`src/rtl/bdau_pkg.sv`:
```
// Shared constants and types for the binary to decimal ASCII unit.
// No dependencies; every other file imports this package.
package bdau_pkg;

  localparam int unsigned BIN_W              = 64;
  localparam int unsigned STORE_DEPTH        = 20;
  localparam int unsigned DIGIT_W            = 4;
  localparam int unsigned CHAR_W             = 6;
  localparam int unsigned STEP_W             = $clog2(BIN_W);
  localparam int unsigned PTR_W              = $clog2(STORE_DEPTH);
  localparam int unsigned DEFAULT_MAX_DIGITS = 20;

  localparam logic [CHAR_W-1:0]  ASCII_ZERO = CHAR_W'(48);
  localparam logic [DIGIT_W-1:0] ADJ_LIMIT  = DIGIT_W'(5);
  localparam logic [DIGIT_W-1:0] ADJ_ADD    = DIGIT_W'(3);

  typedef logic [DIGIT_W-1:0] digit_t;
  typedef logic [STORE_DEPTH-1:0][DIGIT_W-1:0] bcd_t;

  // Sequencer commands to the shift-add-3 unit
  typedef struct packed {
    logic load;
    logic step;
  } dab_ctrl_t;

  // Status back from the shift-add-3 unit
  typedef struct packed {
    logic last_step;
  } dab_stat_t;

  typedef enum logic [1:0] {
    ST_IDLE,
    ST_CONV,
    ST_SCAN,
    ST_EMIT
  } bdau_state_e;

endpackage

```
`src/rtl/bdau_if.sv`:
```
// Valid/ready channel interfaces for the binary to decimal ASCII unit.
// Depends on bdau_pkg for field widths.
interface bdau_in_if import bdau_pkg::*; ();
  logic             valid;
  logic             ready;
  logic [BIN_W-1:0] value;

  modport source (output valid, output value, input ready);
  modport sink   (input valid, input value, output ready);
endinterface

interface bdau_out_if import bdau_pkg::*; ();
  logic              valid;
  logic              ready;
  logic [CHAR_W-1:0] digit_char;
  logic              last_digit;

  modport source (output valid, output digit_char, output last_digit, input ready);
  modport sink   (input valid, input digit_char, input last_digit, output ready);
endinterface

```
`src/rtl/binary_to_decimal_ascii_unit.sv`:
```
// Binary to decimal ASCII unit: one 64-bit value in, its decimal digits out
// as ASCII, most significant first, last digit marked; zero gives no output.
// Steps: a load, the shift-add-3 conversion, a scan down past leading zeros, then
// one character per cycle while out is ready. A new value is accepted only in idle,
// once the previous value's last digit is loaded for output or the scan found it zero.
// Reset: asynchronous, clears the sequencer and output valid; digits are not cleared.
module binary_to_decimal_ascii_unit import bdau_pkg::*; #(
  parameter int unsigned MAX_DIGITS = DEFAULT_MAX_DIGITS
) (
  input  logic       clk_i,
  input  logic       rst_ni,
  bdau_in_if.sink    in_i,
  bdau_out_if.source out_o
);

  bdau_state_e       state_q, state_d;
  logic [PTR_W-1:0]  ptr_q, ptr_d;
  logic              out_valid_q, out_valid_d;
  digit_t            digit_q, digit_d;
  logic              last_q, last_d;
  dab_ctrl_t         dab_ctrl;
  dab_stat_t         dab_stat;
  bcd_t              digits;
  digit_t            sel_digit;
  logic              upper_nz;

  bdau_dabble u_dabble (
    .clk_i    (clk_i),
    .rst_ni   (rst_ni),
    .ctrl_i   (dab_ctrl),
    .value_i  (in_i.value),
    .stat_o   (dab_stat),
    .digits_o (digits)
  );

  // Any nonzero digit at or above MAX_DIGITS forces a full-width run
  always_comb begin
    upper_nz = 1'b0;
    for (int k = 0; k < STORE_DEPTH; k++) begin
      if (k >= MAX_DIGITS) begin
        upper_nz = upper_nz | (digits[k] != '0);
      end
    end
  end

  assign sel_digit = digits[ptr_q];

  // Sequencer: load, convert, skip leading zeros, emit
  always_comb begin
    state_d       = state_q;
    ptr_d         = ptr_q;
    out_valid_d   = out_valid_q & ~out_o.ready;
    digit_d       = digit_q;
    last_d        = last_q;
    dab_ctrl.load = 1'b0;
    dab_ctrl.step = 1'b0;
    unique case (state_q)
      ST_IDLE: begin
        if (in_i.valid) begin
          dab_ctrl.load = 1'b1;
          state_d       = ST_CONV;
        end
      end
      ST_CONV: begin
        dab_ctrl.step = 1'b1;
        if (dab_stat.last_step) begin
          ptr_d   = PTR_W'(MAX_DIGITS - 1);
          state_d = ST_SCAN;
        end
      end
      ST_SCAN: begin
        if (upper_nz || sel_digit != '0) begin
          state_d = ST_EMIT;
        end else if (ptr_q == '0) begin
          state_d = ST_IDLE;
        end else begin
          ptr_d = ptr_q - PTR_W'(1);
        end
      end
      ST_EMIT: begin
        // Load the output register once it is free or being drained
        if (!out_valid_q || out_o.ready) begin
          out_valid_d = 1'b1;
          digit_d     = sel_digit;
          last_d      = (ptr_q == '0);
          if (ptr_q == '0) begin
            state_d = ST_IDLE;
          end else begin
            ptr_d = ptr_q - PTR_W'(1);
          end
        end
      end
      default: state_d = ST_IDLE;
    endcase
  end

  always_ff @(posedge clk_i or negedge rst_ni) begin
    if (!rst_ni) begin
      state_q     <= ST_IDLE;
      ptr_q       <= '0;
      out_valid_q <= 1'b0;
    end else begin
      state_q     <= state_d;
      ptr_q       <= ptr_d;
      out_valid_q <= out_valid_d;
    end
  end

  // Output payload holds until the transfer completes
  always_ff @(posedge clk_i) begin
    digit_q <= digit_d;
    last_q  <= last_d;
  end

  assign in_i.ready       = (state_q == ST_IDLE);
  assign out_o.valid      = out_valid_q;
  assign out_o.digit_char = ASCII_ZERO + CHAR_W'(digit_q);
  assign out_o.last_digit = last_q;

  // An accepted value always starts a conversion
  a_accept_conv: assert property (@(posedge clk_i) disable iff (!rst_ni)
    in_i.valid && in_i.ready |=> state_q == ST_CONV)
    else $error("accepted value did not start conversion");

  // The digit pointer stays below MAX_DIGITS while emitting
  a_ptr_range: assert property (@(posedge clk_i) disable iff (!rst_ni)
    state_q == ST_EMIT |-> ptr_q < PTR_W'(MAX_DIGITS))
    else $error("digit pointer beyond capacity");

  // A held digit is always a decimal digit
  a_digit_dec: assert property (@(posedge clk_i) disable iff (!rst_ni)
    out_valid_q |-> digit_q <= DIGIT_W'(9))
    else $error("output digit is not decimal");

  // Emitting the last digit returns the sequencer to idle
  a_last_idle: assert property (@(posedge clk_i) disable iff (!rst_ni)
    state_q == ST_EMIT && ptr_q == '0 && (!out_valid_q || out_o.ready)
      |=> state_q == ST_IDLE && out_valid_q && last_q)
    else $error("last digit did not end the run");

endmodule

```
`src/rtl/bdau_dabble.sv`:
```
// Shift-add-3 unit: turns the 64-bit binary value into 20 BCD digits,
// one bit per step. Depends on bdau_pkg.
module bdau_dabble import bdau_pkg::*; (
  input  logic             clk_i,
  input  logic             rst_ni,
  input  dab_ctrl_t        ctrl_i,
  input  logic [BIN_W-1:0] value_i,
  output dab_stat_t        stat_o,
  output bcd_t             digits_o
);

  logic [BIN_W-1:0]  bin_q, bin_d;
  bcd_t              bcd_q, bcd_d;
  bcd_t              adj;
  logic [STEP_W-1:0] cnt_q, cnt_d;

  // Correct each digit that would overflow on doubling, then shift
  always_comb begin
    for (int k = 0; k < STORE_DEPTH; k++) begin
      adj[k] = (bcd_q[k] >= ADJ_LIMIT) ? bcd_q[k] + ADJ_ADD : bcd_q[k];
    end
    bin_d = bin_q;
    bcd_d = bcd_q;
    cnt_d = cnt_q;
    if (ctrl_i.load) begin
      bin_d = value_i;
      bcd_d = '0;
      cnt_d = '0;
    end else if (ctrl_i.step) begin
      bin_d = {bin_q[BIN_W-2:0], 1'b0};
      bcd_d = bcd_t'({adj, bin_q[BIN_W-1]});
      cnt_d = cnt_q + STEP_W'(1);
    end
  end

  // Step counter is control state
  always_ff @(posedge clk_i or negedge rst_ni) begin
    if (!rst_ni) begin
      cnt_q <= '0;
    end else begin
      cnt_q <= cnt_d;
    end
  end

  // Datapath registers
  always_ff @(posedge clk_i) begin
    bin_q <= bin_d;
    bcd_q <= bcd_d;
  end

  assign stat_o.last_step = (cnt_q == STEP_W'(BIN_W - 1));
  assign digits_o         = bcd_q;

endmodule

```
`src/flat_wrapper.sv`:
```
// flat-port wrapper written by rule: the top's interface ports become plain ports
module binary_to_decimal_ascii_unit_flat import bdau_pkg::*;
#(
  parameter int unsigned MAX_DIGITS = DEFAULT_MAX_DIGITS
)
  (clk_i, rst_ni, in_i_valid, in_i_value, in_i_ready, out_o_valid, out_o_digit_char, out_o_last_digit, out_o_ready);
  bdau_in_if in_i_i ();
  bdau_out_if out_o_i ();
  input  logic clk_i;
  input  logic rst_ni;
  input wire logic [$bits(in_i_i.valid)-1:0] in_i_valid;
  input wire logic [$bits(in_i_i.value)-1:0] in_i_value;
  output wire logic [$bits(in_i_i.ready)-1:0] in_i_ready;
  output wire logic [$bits(out_o_i.valid)-1:0] out_o_valid;
  output wire logic [$bits(out_o_i.digit_char)-1:0] out_o_digit_char;
  output wire logic [$bits(out_o_i.last_digit)-1:0] out_o_last_digit;
  input wire logic [$bits(out_o_i.ready)-1:0] out_o_ready;
  assign in_i_i.valid = in_i_valid;
  assign in_i_i.value = in_i_value;
  assign in_i_ready = in_i_i.ready;
  assign out_o_valid = out_o_i.valid;
  assign out_o_digit_char = out_o_i.digit_char;
  assign out_o_last_digit = out_o_i.last_digit;
  assign out_o_i.ready = out_o_ready;
  binary_to_decimal_ascii_unit #(.MAX_DIGITS(MAX_DIGITS)) u_core (.clk_i(clk_i), .rst_ni(rst_ni), .in_i(in_i_i), .out_o(out_o_i));
endmodule
```
`config.mk`:
```
export PLATFORM = sky130hd
export DESIGN_NAME = binary_to_decimal_ascii_unit_flat
export DESIGN_NICKNAME = d
export VERILOG_FILES = /design/src/rtl/bdau_pkg.sv /design/src/rtl/bdau_if.sv /design/src/rtl/binary_to_decimal_ascii_unit.sv /design/src/rtl/bdau_dabble.sv /design/src/flat_wrapper.sv
export SDC_FILE = /design/constraint.sdc
export NUM_CORES = 1
export LEC_CHECK = 0
export BUFFER_PORTS_ARGS = -buffer_cell sky130_fd_sc_hd__buf_2
export CORE_MARGIN = 2
export CORE_UTILIZATION = 30
export DETAILED_ROUTE_END_ITERATION = 12
export RECOVER_POWER = 100
export SYNTH_ARGS = -nofsm -noshare
export SYNTH_HDL_FRONTEND = slang
export SYNTH_HIERARCHICAL = 1
export SYNTH_SLANG_ARGS = --single-unit
```
`constraint.sdc`:
```
create_clock -name clk_i -period 5.3 [get_ports clk_i]
set_input_delay 1.06 -clock clk_i [delete_from_list [all_inputs] [get_ports clk_i]]
set_output_delay 1.06 -clock clk_i [all_outputs]
set_load 0.05 [all_outputs]
```
==> results.yml, run 1 <==
sta:
  tightest_slew_ns: 1.67
  fmax_ghz: 0.260
  hold_viol: 0
  finalCritPeriodShare_pct: 72.4
  relSlewSlack_pct: -11.6
  drv_slew: 93
  hold_ws_ns: 0.497
  fin_crit_ns: 3.84
  fin_tns_setup_ns: 0
  rsz0062_at_grt: "false"
  setup_viol: 0
  skew_ns: 0.0104
clocking:
  cts-resized-gates: 0
  cts_tree: "done"
  cts_setup_buffers: 0
  htree_levels: 4
  cts_hold_buf: 0
  cts_buffers: 17
  cts-root-buf: "clkbuf_16"
  clkLatencyLatePin_ns: 0.44
  cts_buffer_depth: 2
  clock_sinks: 163
  clkTransAtPathRegs_ns: 0.07
status:
  violations: "capacitance limit, slew limit"
  status: "finished, violations left"
placed_design:
  dpl.hpwl_um: 13300
  dp_cells: 1343
  io_buffer_count: 74
  gp_congestion: 0.807
pwr:
  p_per_area_mw_per_mm2: 704
  leakage_nw: 3.94
  vdd_drop_max_v: 0.000374
yosys:
  synth_edf_count: 69
  synth_ff_type: "dfxtp_1"
  synthArstFlopShare_pct: 8.59
  yosys_warnings: 6
  synth_area_per_cell_um2: 10.1
  synth_area_mm2: 0.00929
  synth_top_cell_by_area: "edfxtp_1"
  synth.cells.most_frequent: "dfxtp_1, edfxtp_1, inv_1"
  synth.most_common_cell: "dfxtp_1"
  ys_seq_elements: 163
  netlist-cell-type-count: 62
  synth.area.top_cells: "edfxtp_1, dfxtp_1, mux2_2"
  yosys.area.top_type_share_pct: 22.3
  synth_cells: 915
  yosysSeqAreaShare_pct: 43.3
grt:
  grt_util_all_layers_pct: 12.4
  met1_usage_pct: 16.3
  grtUsageMet3_pct: 3.40
  grt_pass1_wl_um: 33600
  grt_max_degree: 117
  use_met2_pct: 19.8
  first_global_vias: 6804
  antenna_found_initial: 2
  grt-ovfl-total: 0
  grt-busiest-layer: "met2"
critical_path:
  arrival_ns: 4.20
  critPathTopFamily: "flip-flops"
  path_max_fanout: 21
  crit_type: "flip-flop to flip-flop"
  critical_path_required_ns: 5.66
  timing.critical_path.buf_inv: 1
  cp_cell_sequence: "clkbuf_1, mux4_2, nor2_1, o31a_1, o31ai_1, nor4_4, or2_0, a2bb2oi_1"
  slowest_stage: "dfrtp_1"
  crit_cells: 8
  ff2ff_path_depth: 8
  cp-end-kind: "flip-flop"
  start_kind: "flip-flop"
  cp_slowest_stage_delay_ns: 1.04
detailed_routing:
  wl_um: 19900
  vias_per_cell: 5.11
  dr.pass1.iters: 4
  drc: 0
  vias: 7025
  post_drt_wl_per_cell_um: 14.5
  drtAntennaViolNets: 0
  drtIter0Drc: 427
die:
  start_util_pct: 30.4
  die_area_mm2: 0.0324
  core_area_mm2: 0.0305
  fp.dieW_um: 180
  dieHeight_um: 180
  num_rows: 64
  ios: 77
run:
  maxCapViolCount: 1
layout:
  regArea_mm2: 0.00402
  num_antenna_cells: 0
  fillers: 3067
  final_cells: 1375
  drive_above_1_share_pct: 18.2
  nets: 1077
  syn_to_final_growth_pct: 13.2
  multi_input_area_mm2: 0.00471
min_path:
  worst_hold_path_type: "flip-flop to flip-flop"
  whs_path_depth: 2
## state kept, by name, indices dropped and copies added (netlist names)
register,count
u_core/u_dabble/digits_o,80
u_core/out_o.last_digit,1
u_core/digit_q,4
u_core/u_dabble/bin_q,64
u_core/out_o.valid,1
u_core/u_dabble/cnt_q,6
u_core/ptr_q,5
u_core/state_q,2
## cell usage in the layout, fill, tap and decap left out, types with 4 or more instances in the layout
master	instances
dfxtp_1	80
edfxtp_1	69
buf_2	66
inv_1	63
mux2_2	63
o21ai_0	60
nor2_1	54
a21oi_1	46
ha_1	43
nand2_1	33
nand3_1	31
mux2i_1	29
nand2b_1	23
nand4_1	23
o22ai_1	21
o31ai_1	20
a21o_1	20
nor3_1	20
xnor2_1	20
or3_1	20
nand3b_1	19
a31oi_1	19
o32ai_1	19
clkbuf_16	17
dfrtp_1	14
clkbuf_1	10
a22oi_1	6
nor2b_1	5
inv_8	4
mux4_1	4
a22o_1	4
## report_power, final
| part | switching (mW) | internal [mW] |
|---|---|---|
| Combinational | 1.88 | 1.49 |
| Clock | 0.561 | 0.770 |
| Sequential | 0.582 | 2.11 |
| Total | 3.02 | 4.37 |
## cells by family after synthesis
kind of cell	after synthesis	synth area share (%)
simple gates	245	14.6
compound gates	228	15.9
flops	163	43.3
buf+inv	113	5.63
mux	99	12.6
fa+ha+maj	43	5.79
xor+xnor	23	2.17
other cells	1	0.0404
## metrics by stage
stage | power [mW] | util [%] | area (um2) | setup slack, ns
2_1_floorplan | 5.40 | - | 9290 | 2.23
3_3_place_gp | 6.02 | 32.6 | 9940 | 2.18
3_5_place_dp | 6.11 | 32.6 | 9940 | 2.18
4_1_cts | 7.47 | 34.6 | 10600 | 2.40
5_1_grt | 7.99 | 34.4 | 10500 | 1.20
6_report | 7.39 | 34.4 | 10500 | 1.46
## worst register-to-register path: cells and delay by family, from the launching register on
family / cells / cell delay (ns)
flip-flops: 1 / 1.04
buffers and inverters: 1 / 0.91
AND/OR/NAND/NOR: 3 / 0.68
multiplexers: 1 / 0.62
AO/OA/AOI/OAI: 3 / 0.51
## path summary, 6_finish.rpt
path	start	slack [ns]	endpoint
max reg2reg	u_core/ptr_q[0]$_DFFE_PN0P_	1.46	u_core/ptr_q[1]$_DFFE_PN0P_
min reg2reg	u_core/u_dabble/digits_o[79]$_SDFFE_PP0P_	0.50	u_core/u_dabble/digits_o[79]$_SDFFE_PP0P_
max	u_core/ptr_q[0]$_DFFE_PN0P_	1.46	u_core/ptr_q[1]$_DFFE_PN0P_
max in group asynchronous	rst_ni	4.12	u_core/u_dabble/cnt_q[0]$_DFFE_PN0P_
min in group asynchronous	rst_ni	0.68	u_core/state_q[0]$_DFFE_PN0P_
min	u_core/u_dabble/digits_o[79]$_SDFFE_PP0P_	0.50	u_core/u_dabble/digits_o[79]$_SDFFE_PP0P_
## final cells by class
class                           count  area share, %
Tap cell                          396           4.71
Clock inverter                     14           1.80
Multi-Input combinational cell    640           44.9
Timing Repair Buffer               80           3.86
Sequential cell                   163           38.3
Clock buffer                       18           4.18
Inverter                           64           2.31
## per-layer routing
metal  part of all wire, %  up-vias
li1                      -     3507
met1                    48     3364
met2                    46      127
met3                   5.1       23
met4                   1.2        4
met5                  0.15        -
No activity file was read; power rests on OpenSTA's default activity.
==> run 2: changes to the inputs <==
Clock period 5.3 ns to 3.3 ns, I/O delays scaled along.
==> run 2 against run 1 <==
  * The flow now finishes without violations
  * Worst hold slack worse by 0.19 ns
  * Total power rose by 57%
  * Clock power increased by 41%
  * Die area unchanged
  * Global-route usage increased by 0.10 points
  * Register-to-register slack got worse by 1.0 ns
  * Via count increased by 0.94%
  * Critical path depth unchanged
  * Clock-buffer cell count grew 3
  * Utilization is 0.20 points lower
  * Clock skew about the same
  * Sequential power up 61%
  * Critical path type unchanged
  * Largest cell class unchanged
  * Highest routed layer is now met4
==> results.yml, run 2 (same netlist as run 1, synthesis figures left out) <==
status:
  status: "finished, final reports clean"
die:
  start_util_pct: 30.4
  fp.dieW_um: 180
  die_area_mm2: 0.0324
  ios: 77
  dieHeight_um: 180
  core_area_mm2: 0.0305
  num_rows: 64
detailed_routing:
  drtAntennaViolNets: 0
  wl_um: 20100
  drc: 0
  drtIter0Drc: 492
  dr.pass1.iters: 5
  post_drt_wl_per_cell_um: 14.5
  vias_per_cell: 5.14
  vias: 7091
sta:
  hold_viol: 0
  fin_tns_setup_ns: 0
  relSlewSlack_pct: 16.0
  fmax_ghz: 0.348
  skew_ns: 0.0105
  rsz0062_at_grt: "false"
  drv_slew: 0
  finalCritPeriodShare_pct: 87.2
  fin_crit_ns: 2.88
  setup_slack_ns: 0.424
  tightest_slew_ns: 1.26
  setup_viol: 0
layout:
  largest_register_ffs: 80
  num_antenna_cells: 0
  layout_common_cells: "dfxtp_1, edfxtp_1, buf_2, inv_1, mux2_2"
  final_common_cell: "dfxtp_1"
  drive_above_1_share_pct: 18.2
  fillers: 3078
  final_cells: 1380
  fin_util_pct: 34.2
  nets: 1082
  syn_to_final_growth_pct: 12.5
clocking:
  cts_buffer_depth: 2
  clkTransAtPathRegs_ns: 0.06
  clock_sinks: 163
  cts-root-buf: "clkbuf_16"
  htree_levels: 4
  clkLatencyLatePin_ns: 0.43
  cts_buffers: 17
  cts-resized-gates: 0
  cts_tree: "done"
  cts_setup_buffers: 0
  cts_hold_buf: 0
critical_path:
  critical_path_required_ns: 3.60
  ff2ff_path_depth: 8
  start_kind: "flip-flop"
  critPathLaunch: "u_core/ptr_q[0]$_DFFE_PN0P_"
  cp-end-kind: "flip-flop"
  reg2reg_to: "u_core/ptr_q[0]$_DFFE_PN0P_"
  path_max_fanout: 20
  crit_type: "flip-flop to flip-flop"
  rrSetupSlack_ns: 0.42
  worst_r2r_startpoint: "u_core/ptr_q[0]$_DFFE_PN0P_"
  arrival_ns: 3.17
placed_design:
  gp_congestion: 0.805
  io_buffer_count: 74
  place_ws_ns: 0.576
  dpl.hpwl_um: 13700
  dp_cells: 1348
grt:
  first_global_vias: 6901
  antenna_found_initial: 0
  grt_pass1_wl_um: 33700
  grt_util_all_layers_pct: 12.5
  grt-ovfl-total: 0
  grt_max_degree: 68
min_path:
  worst_hold_path_type: "input pin to asynchronous set/reset pin"
pwr:
  leakage_nw: 3.93
  p_per_area_mw_per_mm2: 1110
  power_mw: 11.6
  vdd_drop_max_v: 0.000537
run:
  maxCapViolCount: 0
run 2: cell types whose count changed in the layout (fill, tap and decap cells not counted), sizes merged:
cell / before / now
inv: 71 / 67
clkbuf: 30 / 37
clkinv: 1 / 6
clkinvlp: 3 / 1
buf: 68 / 69
bufinv: 3 / 1
run 2: layer usage:
metal	vias to the layer above	global-route usage, %	wire (um)
met3	19	3.99	1220
met5	-	0	0
met2	166	19.4	9250
met1	3398	16.6	9410
met4	0	3.58	203
li1	3508	-	-
run 2: layout make-up:
cell class              count  area (um2)  area share, %
clock buffers              21         440           4.22
clock inverters            11         106           1.02
inverters                  64         243           2.32
multi-input cells         640        4700           45.0
flip-flops and latches    163        4030           38.5
well taps                 396         495           4.74
repair buffers             85         435           4.17
run 2: stage by stage:
| step | hold WS, ns | instance area, um2 |
|---|---|---|
| after floorplan | 0.364 | 9290 |
| after global placement | 0.468 | 9980 |
| after detailed placement | 0.471 | 9980 |
| after CTS | 0.114 | 10500 |
| after global routing | 0.344 | 10400 |
| final | 0.310 | 10400 |
run 2: how the worst max path moves through the flow:
stage,endpoint,slack [ns],cells after the start
final,u_core/ptr_q[0]$_DFFE_PN0P_,0.42,8
after global routing,u_core/u_dabble/cnt_q[5]$_DFFE_PN0P_,0.18,5
after CTS,u_core/ptr_q[2]$_DFFE_PN0P_,0.56,8
after detailed placement,u_core/ptr_q[2]$_DFFE_PN0P_,0.58,8
after global placement,u_core/ptr_q[2]$_DFFE_PN0P_,0.63,8
after floorplan,u_core/u_dabble/bin_q[0]$_SDFFCE_PN0P_,0.23,7
run 2: critical path, cell delays in order (launching register included):
cell and delay [ns]:
dfrtp_2 0.71, clkbuf_1 0.57, mux2i_1 0.28, a22oi_1 0.11, nand3_1 0.16, nand2_1 0.13
nor4_1 0.49, o21a_4 0.21, o21ai_0 0.08
run 2: power breakdown:
| part | switching (mW) | leakage [nW] | internal, mW | total (mW) |
|---|---|---|---|---|
| Sequential | 0.962 | 1.50 | 3.39 | 4.35 |
| Combinational | 2.98 | 2.16 | 2.38 | 5.35 |
| Clock | 0.837 | 0.265 | 1.05 | 1.88 |
==> run 3: changes to the inputs <==
Settings changed: CORE_UTILIZATION 30 to 55, PLACE_DENSITY set to 0.77.
==> run 3 against run 2 <==
  * Combinational power rose by 3.7%
  * Critical endpoint is now u_core/ptr_q[2]$_DFFE_PN0P_
  * Sequential cell count did not move
  * Die area fell by 45%
  * Global-route usage rose by 9.9 points
  * Setup slack improved by 0.056 ns
  * Final area fell by 0.89%
  * Largest cell class unchanged
  * Highest routed layer unchanged
  * Non-clock buffer count rose by 1
  * Critical path type unchanged
  * Critical path depth did not move
  * Sequential power barely moved
  * Final cell count fell by 13%
  * Utilization rose by 28 points
==> results.yml, run 3 (same netlist as run 1, synthesis figures left out) <==
die:
  fp.dieW_um: 134
  core_area_mm2: 0.0165
  dieHeight_um: 134
  ios: 77
  num_rows: 47
  die_area_mm2: 0.0179
  start_util_pct: 56.2
grt:
  grt-ovfl-total: 0
  first_global_vias: 6743
  grt_max_degree: 71
  grt_pass1_wl_um: 32700
  antenna_found_initial: 0
  grt_util_all_layers_pct: 22.3
status:
  status: "finished, final reports clean"
critical_path:
  slowest_stage: "dfrtp_1"
  cp_slowest_stage_delay_ns: 0.71
  cp-end-kind: "flip-flop"
  critical_path_required_ns: 3.62
  path_max_fanout: 13
  cp_cell_sequence: "buf_4, mux4_2, nor2_1, o31a_1, o31ai_2, nor4_4, o22ai_1, a22o_1"
  arrival_ns: 3.14
  start_kind: "flip-flop"
  crit_type: "flip-flop to flip-flop"
sta:
  hold_viol: 0
  skew_ns: 0.00960
  setup_viol: 0
  finalCritPeriodShare_pct: 85.5
  rsz0062_at_grt: "false"
  hold_ws_ns: 0.284
  tightest_slew_ns: 1.27
  drv_slew: 0
  relSlewSlack_pct: 15.2
  fin_tns_setup_ns: 0
  fin_crit_ns: 2.82
  fmax_ghz: 0.355
placed_design:
  io_buffer_count: 74
  dpl.hpwl_um: 13300
  gp_congestion: 0.890
layout:
  final_common_cell: "dfxtp_1"
  nets: 1083
  largest_register_ffs: 80
  syn_to_final_growth_pct: 11.5
  fillers: 1318
  num_antenna_cells: 0
  layout_common_cells: "dfxtp_1, edfxtp_1, buf_2, inv_1, mux2_2"
  multi_input_area_mm2: 0.00473
  drive_above_1_share_pct: 19.1
  regArea_mm2: 0.00402
clocking:
  cts_buffers: 17
  clkTransAtPathRegs_ns: 0.07
  cts-resized-gates: 0
  clock_sinks: 163
  cts-root-buf: "clkbuf_16"
  htree_levels: 4
  clkLatencyLatePin_ns: 0.43
  cts_tree: "done"
  cts_hold_buf: 0
  cts_setup_buffers: 0
  cts_buffer_depth: 2
detailed_routing:
  vias: 7178
  dr.pass1.iters: 5
  drtIter0Drc: 592
  drc: 0
  post_drt_wl_per_cell_um: 16.3
  wl_um: 19700
  vias_per_cell: 5.96
  drtAntennaViolNets: 0
min_path:
  worst_hold_path_type: "input pin to asynchronous set/reset pin"
pwr:
  vdd_drop_max_v: 0.000682
  p_per_area_mw_per_mm2: 1150
  leakage_nw: 3.99
run:
  maxCapViolCount: 0
## run 3: report_power, final
group / total (mW) / switching, mW / internal, mW
logic: 5.55 / 3.07 / 2.48
registers: 4.36 / 0.975 / 3.38
clock network: 2.02 / 0.932 / 1.09
total: 11.9 / 4.98 / 6.96
## run 3: per-layer routing
metal	vias up	routed length, um	GRT usage, %
met5	-	0	0
met3	26	1030	5.48
li1	3514	-	-
met1	3439	8770	29.0
met2	199	9550	36.7
met4	0	302	7.45
## run 3: final timing paths
path,from,endpoint,slack [ns],cells past startpoint
worst min register to register,u_core/u_dabble/digits_o[79]$_SDFFE_PP0P_,u_core/u_dabble/digits_o[79]$_SDFFE_PP0P_,0.49,2
worst max register to register,u_core/ptr_q[0]$_DFFE_PN0P_,u_core/ptr_q[2]$_DFFE_PN0P_,0.48,8
min in group clk_i,u_core/u_dabble/digits_o[79]$_SDFFE_PP0P_,u_core/u_dabble/digits_o[79]$_SDFFE_PP0P_,0.49,2
worst min-delay path,rst_ni,u_core/u_dabble/cnt_q[3]$_DFFE_PN0P_,0.28,1
worst max-delay path,u_core/ptr_q[0]$_DFFE_PN0P_,u_core/ptr_q[2]$_DFFE_PN0P_,0.48,8
max in group asynchronous,rst_ni,u_core/ptr_q[2]$_DFFE_PN0P_,2.52,1
## run 3: area by class of cell
class                      count  area share (%)
sequential                   163            38.9
clock buffer                  17            4.11
multi-input combinational    640            45.7
inverter                      64            2.32
timing repair buffer          86            4.63
tap                          220            2.66
clock inverter                15            1.75
## run 3: critical path: cells and delay by family, from the launching register on
kind / cells / cell delay [ns]
flops: 1 / 0.71
compound gates: 4 / 0.66
mux: 1 / 0.53
simple gates: 2 / 0.47
buf+inv: 1 / 0.33
## run 3: per-stage QoR
stage | instance area (um2) | util [%] | power [mW] | std cells | worst slack, ns
after global placement | 9790 | 59.3 | 9.69 | 1173 | 0.778
after global routing | 10400 | 62.7 | 12.8 | 1205 | 0.279
after CTS | 10400 | 62.9 | 12.0 | 1205 | 0.659
after detailed placement | 9790 | 59.3 | 9.88 | 1173 | 0.686
final | 10400 | 62.7 | 11.9 | 1205 | 0.479
after floorplan | 9290 | - | 8.68 | 916 | 0.231
